===== src/hw/rtl/tdl_pkg.sv =====
// shared types, codes and character tables of the table driven lexer
// no dependencies
package tdl_pkg;

  localparam int DEF_MAX_TOKEN_LENGTH = 255;
  localparam int NUM_KW = 14;
  localparam int QDEPTH = 4;

  localparam logic KIND_CHAR = 1'b0;
  localparam logic KIND_EOL  = 1'b1;

  localparam logic [2:0] CLS_KEYWORD = 3'd0;
  localparam logic [2:0] CLS_IDENT   = 3'd1;
  localparam logic [2:0] CLS_INT     = 3'd2;
  localparam logic [2:0] CLS_FLOAT   = 3'd3;
  localparam logic [2:0] CLS_INVALID = 3'd4;
  localparam logic [2:0] CLS_OP      = 3'd5;
  localparam logic [2:0] CLS_SEP     = 3'd6;

  localparam logic [1:0] SPEC_NONE   = 2'd0;
  localparam logic [1:0] SPEC_DOT    = 2'd1;
  localparam logic [1:0] SPEC_DOLLAR = 2'd2;

  localparam logic [7:0] CH_BANG   = 8'h21;
  localparam logic [7:0] CH_DOLLAR = 8'h24;
  localparam logic [7:0] CH_DOT    = 8'h2E;

  typedef enum logic [2:0] {
    ST_START   = 3'd0,
    ST_WORD    = 3'd1,
    ST_NUM     = 3'd2,
    ST_NUM_DOT = 3'd3,
    ST_COMMENT = 3'd4,
    ST_BAD     = 3'd5
  } lex_state_t;

  typedef enum logic [2:0] {
    COL_LETTER = 3'd0,
    COL_DIGIT  = 3'd1,
    COL_BANG   = 3'd2,
    COL_SEP    = 3'd3,
    COL_DOT    = 3'd4,
    COL_OP     = 3'd5,
    COL_OTHER  = 3'd6
  } col_t;

  typedef struct packed {
    logic       kind;
    logic [7:0] character;
  } in_item_t;

  typedef struct packed {
    logic [2:0] token_class;
    logic [3:0] keyword_number;
    logic [7:0] lexeme_length;
    logic [7:0] symbol;
    logic       last_of_run;
  } out_item_t;

  // one or two results caused by one input item
  typedef struct packed {
    logic      two;
    out_item_t r0;
    out_item_t r1;
  } rec_t;

  typedef struct packed {
    logic avail;
    logic full;
  } q_status_t;

  function automatic logic is_letter(input logic [7:0] c);
    is_letter = (c >= 8'h41 && c <= 8'h5A) || (c >= 8'h61 && c <= 8'h7A);
  endfunction

  function automatic col_t col_of(input logic [7:0] c);
    if (is_letter(c)) begin
      col_of = COL_LETTER;
    end else if ((c >= 8'h30 && c <= 8'h39) || c == CH_DOLLAR) begin
      col_of = COL_DIGIT;
    end else begin
      case (c)
        CH_BANG: col_of = COL_BANG;
        CH_DOT:  col_of = COL_DOT;
        // * + - = / > < %
        8'h2A, 8'h2B, 8'h2D, 8'h3D, 8'h2F, 8'h3E, 8'h3C, 8'h25: col_of = COL_OP;
        // ' ( ) { } [ ] , : ;
        8'h27, 8'h28, 8'h29, 8'h7B, 8'h7D, 8'h5B, 8'h5D, 8'h2C, 8'h3A, 8'h3B:
          col_of = COL_SEP;
        default: col_of = COL_OTHER;
      endcase
    end
  endfunction

  function automatic lex_state_t next_state(input lex_state_t s, input col_t col);
    next_state = ST_START;
    case (s)
      ST_START: begin
        case (col)
          COL_LETTER: next_state = ST_WORD;
          COL_DIGIT:  next_state = ST_NUM;
          COL_BANG:   next_state = ST_COMMENT;
          default:    next_state = ST_START;
        endcase
      end
      ST_WORD: begin
        case (col)
          COL_LETTER, COL_DIGIT: next_state = ST_WORD;
          COL_BANG:              next_state = ST_COMMENT;
          default:               next_state = ST_START;
        endcase
      end
      ST_NUM: begin
        case (col)
          COL_LETTER: next_state = ST_BAD;
          COL_DIGIT:  next_state = ST_NUM;
          COL_BANG:   next_state = ST_COMMENT;
          COL_DOT:    next_state = ST_NUM_DOT;
          default:    next_state = ST_START;
        endcase
      end
      ST_NUM_DOT: begin
        case (col)
          COL_LETTER:         next_state = ST_BAD;
          COL_DIGIT, COL_DOT: next_state = ST_NUM_DOT;
          COL_BANG:           next_state = ST_COMMENT;
          default:            next_state = ST_START;
        endcase
      end
      ST_COMMENT: begin
        case (col)
          COL_BANG: next_state = ST_START;
          default:  next_state = ST_COMMENT;
        endcase
      end
      default: next_state = ST_START;
    endcase
  endfunction

  function automatic logic [3:0] kw_len(input logic [3:0] idx);
    case (idx)
      4'd0:    kw_len = 4'd3;
      4'd1:    kw_len = 4'd5;
      4'd2:    kw_len = 4'd4;
      4'd3:    kw_len = 4'd2;
      4'd4:    kw_len = 4'd4;
      4'd5:    kw_len = 4'd4;
      4'd6:    kw_len = 4'd2;
      4'd7:    kw_len = 4'd5;
      4'd8:    kw_len = 4'd8;
      4'd9:    kw_len = 4'd5;
      4'd10:   kw_len = 4'd3;
      4'd11:   kw_len = 4'd3;
      4'd12:   kw_len = 4'd2;
      4'd13:   kw_len = 4'd8;
      default: kw_len = 4'd0;
    endcase
  endfunction

  // keyword text, right justified: the last character sits in bits 7:0
  function automatic logic [63:0] kw_text(input logic [3:0] idx);
    case (idx)
      4'd0:    kw_text = 64'("int");
      4'd1:    kw_text = 64'("float");
      4'd2:    kw_text = 64'("bool");
      4'd3:    kw_text = 64'("if");
      4'd4:    kw_text = 64'("else");
      4'd5:    kw_text = 64'("then");
      4'd6:    kw_text = 64'("do");
      4'd7:    kw_text = 64'("while");
      4'd8:    kw_text = 64'("whileend");
      4'd9:    kw_text = 64'("doend");
      4'd10:   kw_text = 64'("for");
      4'd11:   kw_text = 64'("and");
      4'd12:   kw_text = 64'("or");
      4'd13:   kw_text = 64'("function");
      default: kw_text = 64'd0;
    endcase
  endfunction

  // character at position pos of keyword idx, valid for pos below its length
  function automatic logic [7:0] kw_char(input logic [3:0] idx, input logic [2:0] pos);
    logic [63:0] txt;
    logic [3:0]  sh;
    txt = kw_text(idx);
    sh = kw_len(idx) - 4'd1 - {1'b0, pos};
    kw_char = txt[{sh[2:0], 3'b000} +: 8];
  endfunction

endpackage


===== src/hw/rtl/tdl_front.sv =====
// front end: lexer state machine, token tracking and classification
// depends on tdl_pkg
module tdl_front #(
  parameter int MAX_TOKEN_LENGTH = tdl_pkg::DEF_MAX_TOKEN_LENGTH
) (
  input  logic              clk,
  input  logic              rst_n,
  input  logic              step,
  input  tdl_pkg::in_item_t item,
  output logic              rec_valid,
  output tdl_pkg::rec_t     rec
);

  localparam int LEN_W = $clog2(MAX_TOKEN_LENGTH + 1);

  tdl_pkg::lex_state_t state_r, state_nxt;
  logic [LEN_W-1:0]    len_r, len_nxt;
  logic [tdl_pkg::NUM_KW-1:0] cand_r, cand_nxt, cand_base;
  logic                alpha_r, alpha_nxt;
  logic [1:0]          dots_r, dots_nxt;
  logic [1:0]          spec_r, spec_nxt;

  tdl_pkg::col_t       col;
  logic [7:0]          c;
  logic                is_char, active, is_append, do_flush, flush_v, sym_v;
  logic                kw_found;
  logic [3:0]          kw_idx;
  logic [2:0]          flush_cls;
  logic [LEN_W+7:0]    len_wide;
  tdl_pkg::out_item_t  res_flush, res_sym;

  assign c       = item.character;
  assign col     = tdl_pkg::col_of(c);
  assign is_char = (item.kind == tdl_pkg::KIND_CHAR);
  assign active  = is_char && (state_r != tdl_pkg::ST_COMMENT);

  // next state
  always_comb begin
    state_nxt = state_r;
    if (is_char) begin
      if (state_r == tdl_pkg::ST_COMMENT) begin
        if (c == tdl_pkg::CH_BANG) begin
          state_nxt = tdl_pkg::ST_START;
        end
      end else begin
        state_nxt = tdl_pkg::next_state(state_r, col);
      end
    end
  end

  // token bookkeeping and results
  always_comb begin
    is_append = active && (state_nxt == tdl_pkg::ST_WORD || state_nxt == tdl_pkg::ST_NUM ||
                           state_nxt == tdl_pkg::ST_NUM_DOT);
    do_flush  = !is_char || (active && !is_append);
    flush_v   = do_flush && (len_r != '0);
    sym_v     = active && !is_append && (state_nxt != tdl_pkg::ST_COMMENT) &&
                (col == tdl_pkg::COL_OP || col == tdl_pkg::COL_SEP || col == tdl_pkg::COL_DOT);

    // lowest surviving keyword whose length equals the token length
    kw_found = 1'b0;
    kw_idx   = '0;
    for (int i = tdl_pkg::NUM_KW - 1; i >= 0; i--) begin
      if (cand_r[i] && len_r == LEN_W'(tdl_pkg::kw_len(4'(i)))) begin
        kw_found = 1'b1;
        kw_idx   = 4'(i);
      end
    end

    if (kw_found) begin
      flush_cls = tdl_pkg::CLS_KEYWORD;
    end else if (alpha_r) begin
      flush_cls = tdl_pkg::CLS_IDENT;
    end else if (dots_r >= 2'd2) begin
      flush_cls = tdl_pkg::CLS_INVALID;
    end else begin
      case (spec_r)
        tdl_pkg::SPEC_NONE: flush_cls = tdl_pkg::CLS_INT;
        tdl_pkg::SPEC_DOT:  flush_cls = tdl_pkg::CLS_FLOAT;
        default:            flush_cls = tdl_pkg::CLS_INVALID;
      endcase
    end

    len_wide = {8'd0, len_r};
    res_flush.token_class    = flush_cls;
    res_flush.keyword_number = kw_found ? kw_idx : 4'd0;
    res_flush.lexeme_length  = len_wide[7:0];
    res_flush.symbol         = 8'd0;
    res_flush.last_of_run    = !sym_v;

    res_sym.token_class    = (col == tdl_pkg::COL_OP) ? tdl_pkg::CLS_OP : tdl_pkg::CLS_SEP;
    res_sym.keyword_number = 4'd0;
    res_sym.lexeme_length  = 8'd1;
    res_sym.symbol         = c;
    res_sym.last_of_run    = 1'b1;

    rec_valid = step && (flush_v || sym_v);
    rec.two   = flush_v && sym_v;
    rec.r0    = flush_v ? res_flush : res_sym;
    rec.r1    = res_sym;

    // token registers
    len_nxt   = len_r;
    cand_nxt  = cand_r;
    alpha_nxt = alpha_r;
    dots_nxt  = dots_r;
    spec_nxt  = spec_r;
    cand_base = (len_r == '0) ? '1 : cand_r;
    if (do_flush) begin
      len_nxt   = '0;
      cand_nxt  = '1;
      alpha_nxt = 1'b0;
      dots_nxt  = 2'd0;
      spec_nxt  = tdl_pkg::SPEC_NONE;
    end else if (is_append) begin
      if (len_r == '0) begin
        alpha_nxt = tdl_pkg::is_letter(c);
      end
      for (int i = 0; i < tdl_pkg::NUM_KW; i++) begin
        // len_r below a keyword length implies it fits in three bits
        cand_nxt[i] = cand_base[i] && (len_r < LEN_W'(tdl_pkg::kw_len(4'(i)))) &&
                      (tdl_pkg::kw_char(4'(i), len_r[2:0]) == c);
      end
      if (c == tdl_pkg::CH_DOT) begin
        dots_nxt = (dots_r == 2'd2) ? 2'd2 : dots_r + 2'd1;
        spec_nxt = tdl_pkg::SPEC_DOT;
      end else if (c == tdl_pkg::CH_DOLLAR) begin
        spec_nxt = tdl_pkg::SPEC_DOLLAR;
      end
      if (len_r < LEN_W'(MAX_TOKEN_LENGTH)) begin
        len_nxt = len_r + 1'b1;
      end
    end
  end

  always_ff @(posedge clk) begin
    if (!rst_n) begin
      state_r <= tdl_pkg::ST_START;
      len_r   <= '0;
      cand_r  <= '1;
      alpha_r <= 1'b0;
      dots_r  <= 2'd0;
      spec_r  <= tdl_pkg::SPEC_NONE;
    end else if (step) begin
      state_r <= state_nxt;
      len_r   <= len_nxt;
      cand_r  <= cand_nxt;
      alpha_r <= alpha_nxt;
      dots_r  <= dots_nxt;
      spec_r  <= spec_nxt;
    end
  end

endmodule


===== src/hw/rtl/tdl_queue.sv =====
// short queue of result records between front and back end
// depends on tdl_pkg
module tdl_queue (
  input  logic               clk,
  input  logic               rst_n,
  input  logic               push,
  input  tdl_pkg::rec_t      push_rec,
  input  logic               pop,
  output tdl_pkg::q_status_t status,
  output tdl_pkg::rec_t      head
);

  localparam int PTR_W = (tdl_pkg::QDEPTH > 1) ? $clog2(tdl_pkg::QDEPTH) : 1;
  localparam int CNT_W = $clog2(tdl_pkg::QDEPTH + 1);

  tdl_pkg::rec_t    mem_r [tdl_pkg::QDEPTH];
  logic [PTR_W-1:0] wr_ptr_r, wr_ptr_nxt, rd_ptr_r, rd_ptr_nxt;
  logic [CNT_W-1:0] cnt_r, cnt_nxt;
  logic             do_push, do_pop;

  assign status.avail = (cnt_r != '0);
  assign status.full  = (cnt_r == CNT_W'(tdl_pkg::QDEPTH));
  assign head         = mem_r[rd_ptr_r];
  assign do_push      = push && !status.full;
  assign do_pop       = pop && status.avail;

  always_comb begin
    wr_ptr_nxt = wr_ptr_r;
    rd_ptr_nxt = rd_ptr_r;
    cnt_nxt    = cnt_r;
    if (do_push) begin
      wr_ptr_nxt = (wr_ptr_r == PTR_W'(tdl_pkg::QDEPTH - 1)) ? '0 : wr_ptr_r + 1'b1;
    end
    if (do_pop) begin
      rd_ptr_nxt = (rd_ptr_r == PTR_W'(tdl_pkg::QDEPTH - 1)) ? '0 : rd_ptr_r + 1'b1;
    end
    if (do_push && !do_pop) begin
      cnt_nxt = cnt_r + 1'b1;
    end else if (do_pop && !do_push) begin
      cnt_nxt = cnt_r - 1'b1;
    end
  end

  always_ff @(posedge clk) begin
    if (!rst_n) begin
      wr_ptr_r <= '0;
      rd_ptr_r <= '0;
      cnt_r    <= '0;
    end else begin
      wr_ptr_r <= wr_ptr_nxt;
      rd_ptr_r <= rd_ptr_nxt;
      cnt_r    <= cnt_nxt;
    end
  end

  always_ff @(posedge clk) begin
    if (do_push) begin
      mem_r[wr_ptr_r] <= push_rec;
    end
  end

endmodule


===== src/hw/rtl/tdl_back.sv =====
// back end: output register that hands out the results of a record one by one
// depends on tdl_pkg
module tdl_back (
  input  logic               clk,
  input  logic               rst_n,
  input  tdl_pkg::q_status_t q_status,
  input  tdl_pkg::rec_t      q_head,
  output logic               q_pop,
  output logic               out_empty,
  input  logic               out_pop,
  output tdl_pkg::out_item_t out_item
);

  tdl_pkg::rec_t rec_r;
  logic          valid_r, valid_nxt;
  logic          idx_r, idx_nxt;
  logic          take, rec_done;

  assign take      = valid_r && out_pop;
  // record slot frees when empty or when its final result leaves
  assign rec_done  = !valid_r || (take && (idx_r || !rec_r.two));
  assign q_pop     = rec_done && q_status.avail;
  assign out_empty = !valid_r;
  assign out_item  = idx_r ? rec_r.r1 : rec_r.r0;

  always_comb begin
    valid_nxt = valid_r;
    idx_nxt   = idx_r;
    if (rec_done) begin
      valid_nxt = q_status.avail;
      idx_nxt   = 1'b0;
    end else if (take) begin
      idx_nxt = 1'b1;
    end
  end

  always_ff @(posedge clk) begin
    if (!rst_n) begin
      valid_r <= 1'b0;
      idx_r   <= 1'b0;
    end else begin
      valid_r <= valid_nxt;
      idx_r   <= idx_nxt;
    end
  end

  always_ff @(posedge clk) begin
    if (q_pop) begin
      rec_r <= q_head;
    end
  end

endmodule


===== src/hw/rtl/table_driven_lexer_unit.sv =====
// top level of the table driven lexer: front end, record queue, back end
// depends on tdl_pkg, tdl_front, tdl_queue, tdl_back
//
//  channel | ports                    | handshake
//  --------+--------------------------+-----------------------------------
//  input   | in_item (kind,character) | taken when in_push && !in_full
//  result  | out_item (5 fields)      | taken when out_pop && !out_empty
//
// one input item per cycle enters the lexer state machine unless in_full is high;
// its one or two results land in a four-entry record queue and leave one per cycle
// through the output register while out_pop is high, each result held in the queue first
// the output port, one result per cycle, sets the sustained rate when items make two results
// in_full rises only when the record queue is full
// synchronous active-low reset returns the lexer to the start state with no token pending
module table_driven_lexer_unit #(
  parameter int MAX_TOKEN_LENGTH = tdl_pkg::DEF_MAX_TOKEN_LENGTH
) (
  input  logic               clk,
  input  logic               rst_n,
  input  logic               in_push,
  output logic               in_full,
  input  tdl_pkg::in_item_t  in_item,
  output logic               out_empty,
  input  logic               out_pop,
  output tdl_pkg::out_item_t out_item
);

  tdl_pkg::q_status_t q_status;
  tdl_pkg::rec_t      front_rec, q_head;
  logic               step, front_valid, q_pop;

  assign in_full = q_status.full;
  assign step    = in_push && !q_status.full;

  tdl_front #(
    .MAX_TOKEN_LENGTH(MAX_TOKEN_LENGTH)
  ) u_front (
    .clk      (clk),
    .rst_n    (rst_n),
    .step     (step),
    .item     (in_item),
    .rec_valid(front_valid),
    .rec      (front_rec)
  );

  tdl_queue u_queue (
    .clk     (clk),
    .rst_n   (rst_n),
    .push    (front_valid),
    .push_rec(front_rec),
    .pop     (q_pop),
    .status  (q_status),
    .head    (q_head)
  );

  tdl_back u_back (
    .clk      (clk),
    .rst_n    (rst_n),
    .q_status (q_status),
    .q_head   (q_head),
    .q_pop    (q_pop),
    .out_empty(out_empty),
    .out_pop  (out_pop),
    .out_item (out_item)
  );

endmodule


===== config.mk =====
export PLATFORM = sky130hd
export DESIGN_NAME = table_driven_lexer_unit
export DESIGN_NICKNAME = d
export VERILOG_FILES = /design/src/hw/rtl/tdl_pkg.sv /design/src/hw/rtl/tdl_front.sv /design/src/hw/rtl/tdl_queue.sv /design/src/hw/rtl/tdl_back.sv /design/src/hw/rtl/table_driven_lexer_unit.sv
export SDC_FILE = /design/constraint.sdc
export NUM_CORES = 1
export LEC_CHECK = 0
export BUFFER_PORTS_ARGS = -buffer_cell sky130_fd_sc_hd__buf_2
export CAP_MARGIN = 10
export CORE_MARGIN = 10
export CORE_UTILIZATION = 57
export DETAILED_ROUTE_END_ITERATION = 10
export PLACE_DENSITY = 0.77
export SLEW_MARGIN = 10
export SYNTH_ARGS = -nofsm -noshare
export SYNTH_HDL_FRONTEND = slang
export SYNTH_HIERARCHICAL = 1
export SYNTH_SLANG_ARGS = --single-unit

===== constraint.sdc =====
create_clock -name clk -period 6.15 [get_ports clk]
set_input_delay 0.9225 -clock clk [delete_from_list [all_inputs] [get_ports clk]]
set_output_delay 0.9225 -clock clk [all_outputs]
set_load 0.005 [all_outputs]

Yosys cells after proc, flatten, opt, wreduce, memory -nomap -nowiden
Memory sizes are Yosys's and may differ from the RTL's. A register that Yosys moved wholly into a read port is not among the register bits. Index checks and enable logic that the tools add are counted.

Register bits: 55. Memory bits (writable): 140. Input bits: 13. Output and inout port bits: 26. Memories kept: 1.

Add/sub/neg operators: 16. $lt $le $gt $ge: 13. Equality and inequality tests: 59. Shift-type cells: 14. Multiplexer cells: 108. Bitwise gates (word level): 2. Reductions and logical operators: 100.

Memories: u_queue.mem_r (words 4, width 35, read ports 1, clocked after memory_dff 1, wr ports 1, line tdl_queue.sv:16) `tdl_pkg::rec_t mem_r [tdl_pkg::QDEPTH];`.

Operator list (number): 2-to-1 mux 64 bit (28); indexed part select 64 x 7 -> 8 bit (14); == test 8 x 6 -> 1 bit (second input constant) (17); == test 8 bit (14); 2-to-1 mux 4 bit (25); logical AND 1 bit (61); 2-to-1 mux 24 bit (2); 2-to-1 mux 14 bit (3); less-than comparator 8 x 4 -> 1 bit (5); one-hot mux 3 bit (4 select lines) (3); == test 8 x 7 -> 1 bit (second input constant) (4); 2-to-1 mux 3 bit (10); 2-to-1 mux 8 bit (3); 2-to-1 mux 2 bit (11); 2-to-1 mux 1 bit (19); == test 3 x 2 -> 1 bit (second input constant) (6); one-hot mux 3 bit (3 select lines) (2); subtractor 3 x 1 -> 3 bit (second input constant) (6); == test 8 x 2 -> 1 bit (second input constant) (2); == test 8 x 3 -> 1 bit (second input constant) (2); greater-or-equal comparator 8 x 7 -> 1 bit (second input constant) (2); <= comparator 8 x 7 -> 1 bit (second input constant) (2); subtractor 3 bit (5); == test 3 bit (second input constant) (4); other kinds (27) (62).

Longest topological paths before layout
Depth after elaboration: 26. Gate-level depth with buffers: 17. Depth with buffers taken out: 14.

Hierarchy
The synthesis kept the hierarchy.

Modules (own cells, without submodules): tdl_queue (instances 1, cells each 307, area each 7567.3 um^2); tdl_front (instances 1, cells each 522, area each 3602.2 um^2); tdl_back (instances 1, cells each 87, area each 1963.1 um^2); table_driven_lexer_unit (instances 1, cells each 1, area each 13.8 um^2).

Least setup slack after synthesis
Ideal clock, no wire load.

Kind: input to register. Start point: input port out_pop. End point: register u_queue.cnt_r[2]. Arrival: 6.549 ns. Data required time: 6.074 ns. Slack: -0.475 ns. Cell stages on the path: 9. Cells stage by stage: o21ai_0 > a21boi_0 > o31ai_1 > ha_1 > inv_1 > fa_1 > xor2_1 > or3_1 > a21boi_0.

Longest elaborated chain between the ends: 8.

Ends and longest elaborated chain: start: declaration (line table_driven_lexer_unit.sv:24) `input logic out_pop,`; logical AND 1 bit (*) (line tdl_back.sv:19) `assign take = valid_r && out_pop;`; logical AND 1 bit (*) (line tdl_back.sv:21) `assign rec_done = !valid_r || (take && (idx_r || !rec_r.two));`; logical OR 1 bit (*) (line tdl_back.sv:21); logical AND 1 bit (*) (line tdl_back.sv:22) `assign q_pop = rec_done && q_status.avail;`; via q_pop (line table_driven_lexer_unit.sv:30) `logic step, front_valid, q_pop;`; logical AND 1 bit (*) (line tdl_queue.sv:25) `assign do_pop = pop && status.avail;`; zero test 1 bit (line tdl_queue.sv:37) `if (do_push && !do_pop) begin`; logical AND 1 bit (line tdl_queue.sv:37); 2-to-1 mux 3 bit or nonzero test 2 bit (tied branches); end signal: assignment (line tdl_queue.sv:52) `cnt_r <= cnt_nxt;`; end: declaration (line tdl_queue.sv:18) `logic [CNT_W-1:0] cnt_r, cnt_nxt;`.

The timed path passes the listed nets; every way through them passes the cells marked *. A chain may end at the register's enable or synchronous reset.

Final worst setup path
Start point: input port in_item[0] (netlist name). End point: register u_queue.cnt_r[2].

Longest elaborated chain between the ends: 25.

Ends and longest elaborated chain: start: declaration (line table_driven_lexer_unit.sv:22) `input tdl_pkg::in_item_t in_item,`; == test 8 x 6 -> 1 bit, or another cell as far along (line tdl_pkg.sv:82) `case (c)`; OR reduction 10 bit, or another cell as far along (line tdl_pkg.sv:82); one-hot mux 3 bit (4 select lines) or logical OR 1 bit (tied branches) (line tdl_pkg.sv:82, tdl_pkg.sv:79); 2-to-1 mux 3 bit (line tdl_pkg.sv:79) `end else if ((c >= 8'h30 && c <= 8'h39) || c == CH_DOLLAR) begin`; 2-to-1 mux 3 bit (line tdl_pkg.sv:77) `if (is_letter(c)) begin`; == test 3 x 1 -> 1 bit, or another cell as far along; OR reduction 2 bit, on equally long branches (line tdl_pkg.sv:123, tdl_pkg.sv:107); one-hot mux 3 bit (3 select lines) or one-hot mux 3 bit (2 select lines) (tied branches) (line tdl_pkg.sv:123, tdl_pkg.sv:107); [10 not listed]; logical AND 1 bit, on equally long branches (line tdl_front.sv:56, tdl_front.sv:57); logical OR 1 bit (*) (line tdl_front.sv:97) `rec_valid = step && (flush_v || sym_v);`; logical AND 1 bit (*) (line tdl_front.sv:97); via front_valid (line table_driven_lexer_unit.sv:30); logical AND 1 bit (*) (line tdl_queue.sv:24) `assign do_push = push && !status.full;`; zero test 1 bit (line tdl_queue.sv:39) `end else if (do_pop && !do_push) begin`; logical AND 1 bit (line tdl_queue.sv:39); nonzero test 2 bit (no line).

Marks and branches as above.

==> results_dict.tcl <==
set metrics [dict create \
    numClockSinks 286 \
    timing.final.max_slew_violations 0 \
    core_area_mm2 0.0226 \
    crit_path_cell_trace "buf_2 > clkinv_1 > or4_4 > a222oi_1 > xor2_1 > nand2_1 > a21oi_1 > nor2b_1 > buf_4 > ha_1 > inv_1 > fa_1 > xor2_1 > or3_1 > a21boi_0" \
    drv_cap 0 \
    dp_hpwl_mm 17.4 \
    cp_max_fo 29 \
    hold_viol_final 0 \
    cts_buffers 27 \
    hp-class "reg2reg" \
    cts_setup_buffers 0 \
    clk_latency_ns 0.53 \
    cpLargestDelayFamily "simple AND/OR/NAND/NOR gates" \
    fin_area_mm2 0.0142 \
    crit_top_cell "xor2_1" \
    min_period_over_period_pct 76.2 \
    ys_warn_count 6 \
    syn-instance-count 917 \
    finalWeightedCongestion 0.954 \
    rsz0062_at_grt "no" \
    place_area_mm2 0.0134 \
    arrival_ns 5.14 \
    fin_ws_ns 1.46 \
    tightest_slew_ns 1.00 \
    portBuffers 38 \
    final_common_cell "edfxtp_1" \
    dieWidth_um 172 \
    r2r_end "u_front/cand_r[9]$_SDFFE_PN1P_" \
    wl_per_cell_um 22.4 \
    critical_path_class "in2reg" \
    wl_mm 27.8 \
    setup_viol 0 \
    drtIter0Drc 997 \
    start_util_pct 58.1 \
    antenna_found_initial 0 \
    synth-main-ff-cell "edfxtp_1" \
    htree_levels 1 \
    ys_seq_area_share_pct 62.2 \
    syn_avg_cell_area_um2 14.3 \
    worst_r2r_path_depth 11 \
    drc 0 \
    cts_root_buffer "clkbuf_16" \
    grt_usage_pct 18.8 \
    clk_pin_slew_worst_paths_ns 0.06 \
    cts_tree "done" \
    yosys.area.top_type_share_pct 56.0 \
    outcome "complete, no violations" \
    rows 55 \
    antenna_left 0 \
    ios 39 \
    max_freq_ghz 0.213 \
    met1Wirelength_mm 11.5 \
    min_period_ns 4.69 \
    fin_setup_tns_ns 0 \
    synth_area_leaders "edfxtp_1 56%, mux4_2 8.1%, dfxtp_1 6.2%" \
    critPathBufInv 4 \
    slew_headroom_pct 33.2 \
    final_nets 968 \
    final_cell_mix "245 x edfxtp_1, 56 x nor2_1, 50 x nand2_1" \
    ys_ff_latch 286 \
    netlist_area_mm2 0.0131 \
    grt_pass1_wl_mm 43.3 \
    drt_pre_antenna_iters 8 \
    finalPower_uw 5100 \
    hold_depth 2 \
    drive_gt1_share_pct 19.6 \
    critPathLaunchType "input port" \
    clockBufferDepth 3 \
    wl_met2_mm 13.6 \
    holdBufCountCts 0 \
    cp.required_ns 6.60 \
    dieArea_mm2 0.0295 \
    async_flop_share_pct 0 \
    vias 7742 \
    powerDensity_mw_per_mm2 358 \
    die_h_um 172 \
    r2r_slack_ns 2.15 \
    slowest_delay_ns 0.65 \
    antenna_cells 0 \
    hold_start "u_queue/wr_ptr_r[1]$_SDFFE_PN0P_" \
    overflow 0 \
    synth-edff-count 245 \
    post_cts_resized 0 \
    slowest_stage "or4_4" \
    grt_start_max_net_pins 51 \
    wl_met3_mm 1.86 \
    place_ws_ns 0.964 \
    endpoint_kind "flop" \
    holdPathEnd "u_queue/wr_ptr_r[1]$_SDFFE_PN0P_" \
    holdWs_ns 0.504 \
    power_leakage_uw 0.00472 \
    ir_drop_mv 0.247 \
    final.setup_skew_ns 0.0108 \
    vias_per_cell 6.25 \
    top_layer "met4" \
    area_growth_pct 8.33 \
    yosysUniqueCellTypes 82 \
    timing.rr.start "u_front/len_r[1]$_SDFFE_PN0P_" \
    grt_pass1_vias 7475 \
    synth_top_cell_by_area "edfxtp_1" \
]
==> per-layer routing <==
metal,global-route usage [%],vias to the layer above
met1,25.2,3841
met3,2.67,60
met5,0,-
met4,6.41,0
met2,31.1,311
li1,-,3530
==> worst register-to-register path, cell delays in order, from the launching register on <==
cell and delay, ns:
dfxtp_1 0.47, inv_1 0.40, ha_1 0.58, inv_1 0.26
ha_1 0.52, nor2b_1 0.36, nand2_1 0.08, o21ai_0 0.10
nand3_1 0.20, nor4_1 0.69, o22ai_1 0.18, nand2_1 0.10
==> synth_stat cells, drive strengths merged (9+ instances only) <==
cell	number
inv	28
o21ai	28
nor4	10
o21a	9
and2	12
xor2	11
clkbuf	32
mux2	24
nand3	21
or3	10
ha	21
o22ai	14
edfxtp	245
mux4	49
xnor2	17
nor2b	13
a21oi	34
buf	45
nor3	14
nor2	56
dfxtp	41
nand2	50
a31oi	17
==> flip-flops by register name, indices dropped and copies added (netlist names), named ones only <==
| name | flops |
|---|---|
| u_queue/rd_ptr_r | 2 |
| u_queue/cnt_r | 3 |
| u_back/idx_r | 1 |
| u_queue/wr_ptr_r | 2 |
| u_back/rec_r | 49 |
| u_front/alpha_r | 1 |
| u_queue/mem_r | 196 |
| u_back/valid_r | 1 |
| u_front/spec_r | 2 |
| u_front/cand_r | 14 |
| u_front/len_r | 8 |
| u_front/dots_r | 2 |
| u_front/state_r | 3 |
==> layout make-up <==
type | count | area, um2
Timing Repair Buffer | 52 | 345
Sequential cell | 286 | 8180
Tap cell | 285 | 357
Inverter | 30 | 113
Fill cell | 1576 | 8400
Clock inverter | 13 | 114
Clock buffer | 36 | 729
Multi-Input combinational cell | 536 | 4400
==> report_power, final <==
group          switching (uW)  internal [uW]  leakage (uW)
clock network             672            914      0.000417
registers                 144           2400       0.00257
logic                     524            437       0.00173
==> kinds of logic after synthesis <==
group | after synthesis | share of synthesized area (%)
flip-flops | 286 | 62.2
adder cells (fa/ha/maj) | 22 | 2.15
XOR/XNOR | 28 | 1.87
other | 2 | 0.0571
AND/OR/NAND/NOR | 234 | 9.34
multiplexers | 80 | 11.6
buffers and inverters | 107 | 4.79
AO/OA/AOI/OAI | 158 | 7.99
==> worst max-delay path by stage <==
stage | to | cells after the start | start | slack [ns]
detailed placement | u_queue/cnt_r[2]$_SDFFE_PN0P_ | 15 | in_item[0] | 0.96
CTS | u_queue/cnt_r[2]$_SDFFE_PN0P_ | 15 | in_item[0] | 1.50
floorplan | u_queue/cnt_r[2]$_SDFFE_PN0P_ | 9 | out_pop | 1.01
global placement | u_queue/cnt_r[2]$_SDFFE_PN0P_ | 15 | in_item[0] | 1.04
global route | u_queue/cnt_r[2]$_SDFFE_PN0P_ | 15 | in_item[0] | 1.14
finish | u_queue/cnt_r[2]$_SDFFE_PN0P_ | 15 | in_item[0] | 1.46
==> stage by stage <==
step / util [%] / instances
after floorplan: - / 929
after detailed placement: 59.2 / 1189
after global routing: 62.9 / 1238
after global placement: 59.2 / 1189
after CTS: 62.9 / 1238
final: 62.9 / 1238
No activity file was read; power rests on OpenSTA's default activity.
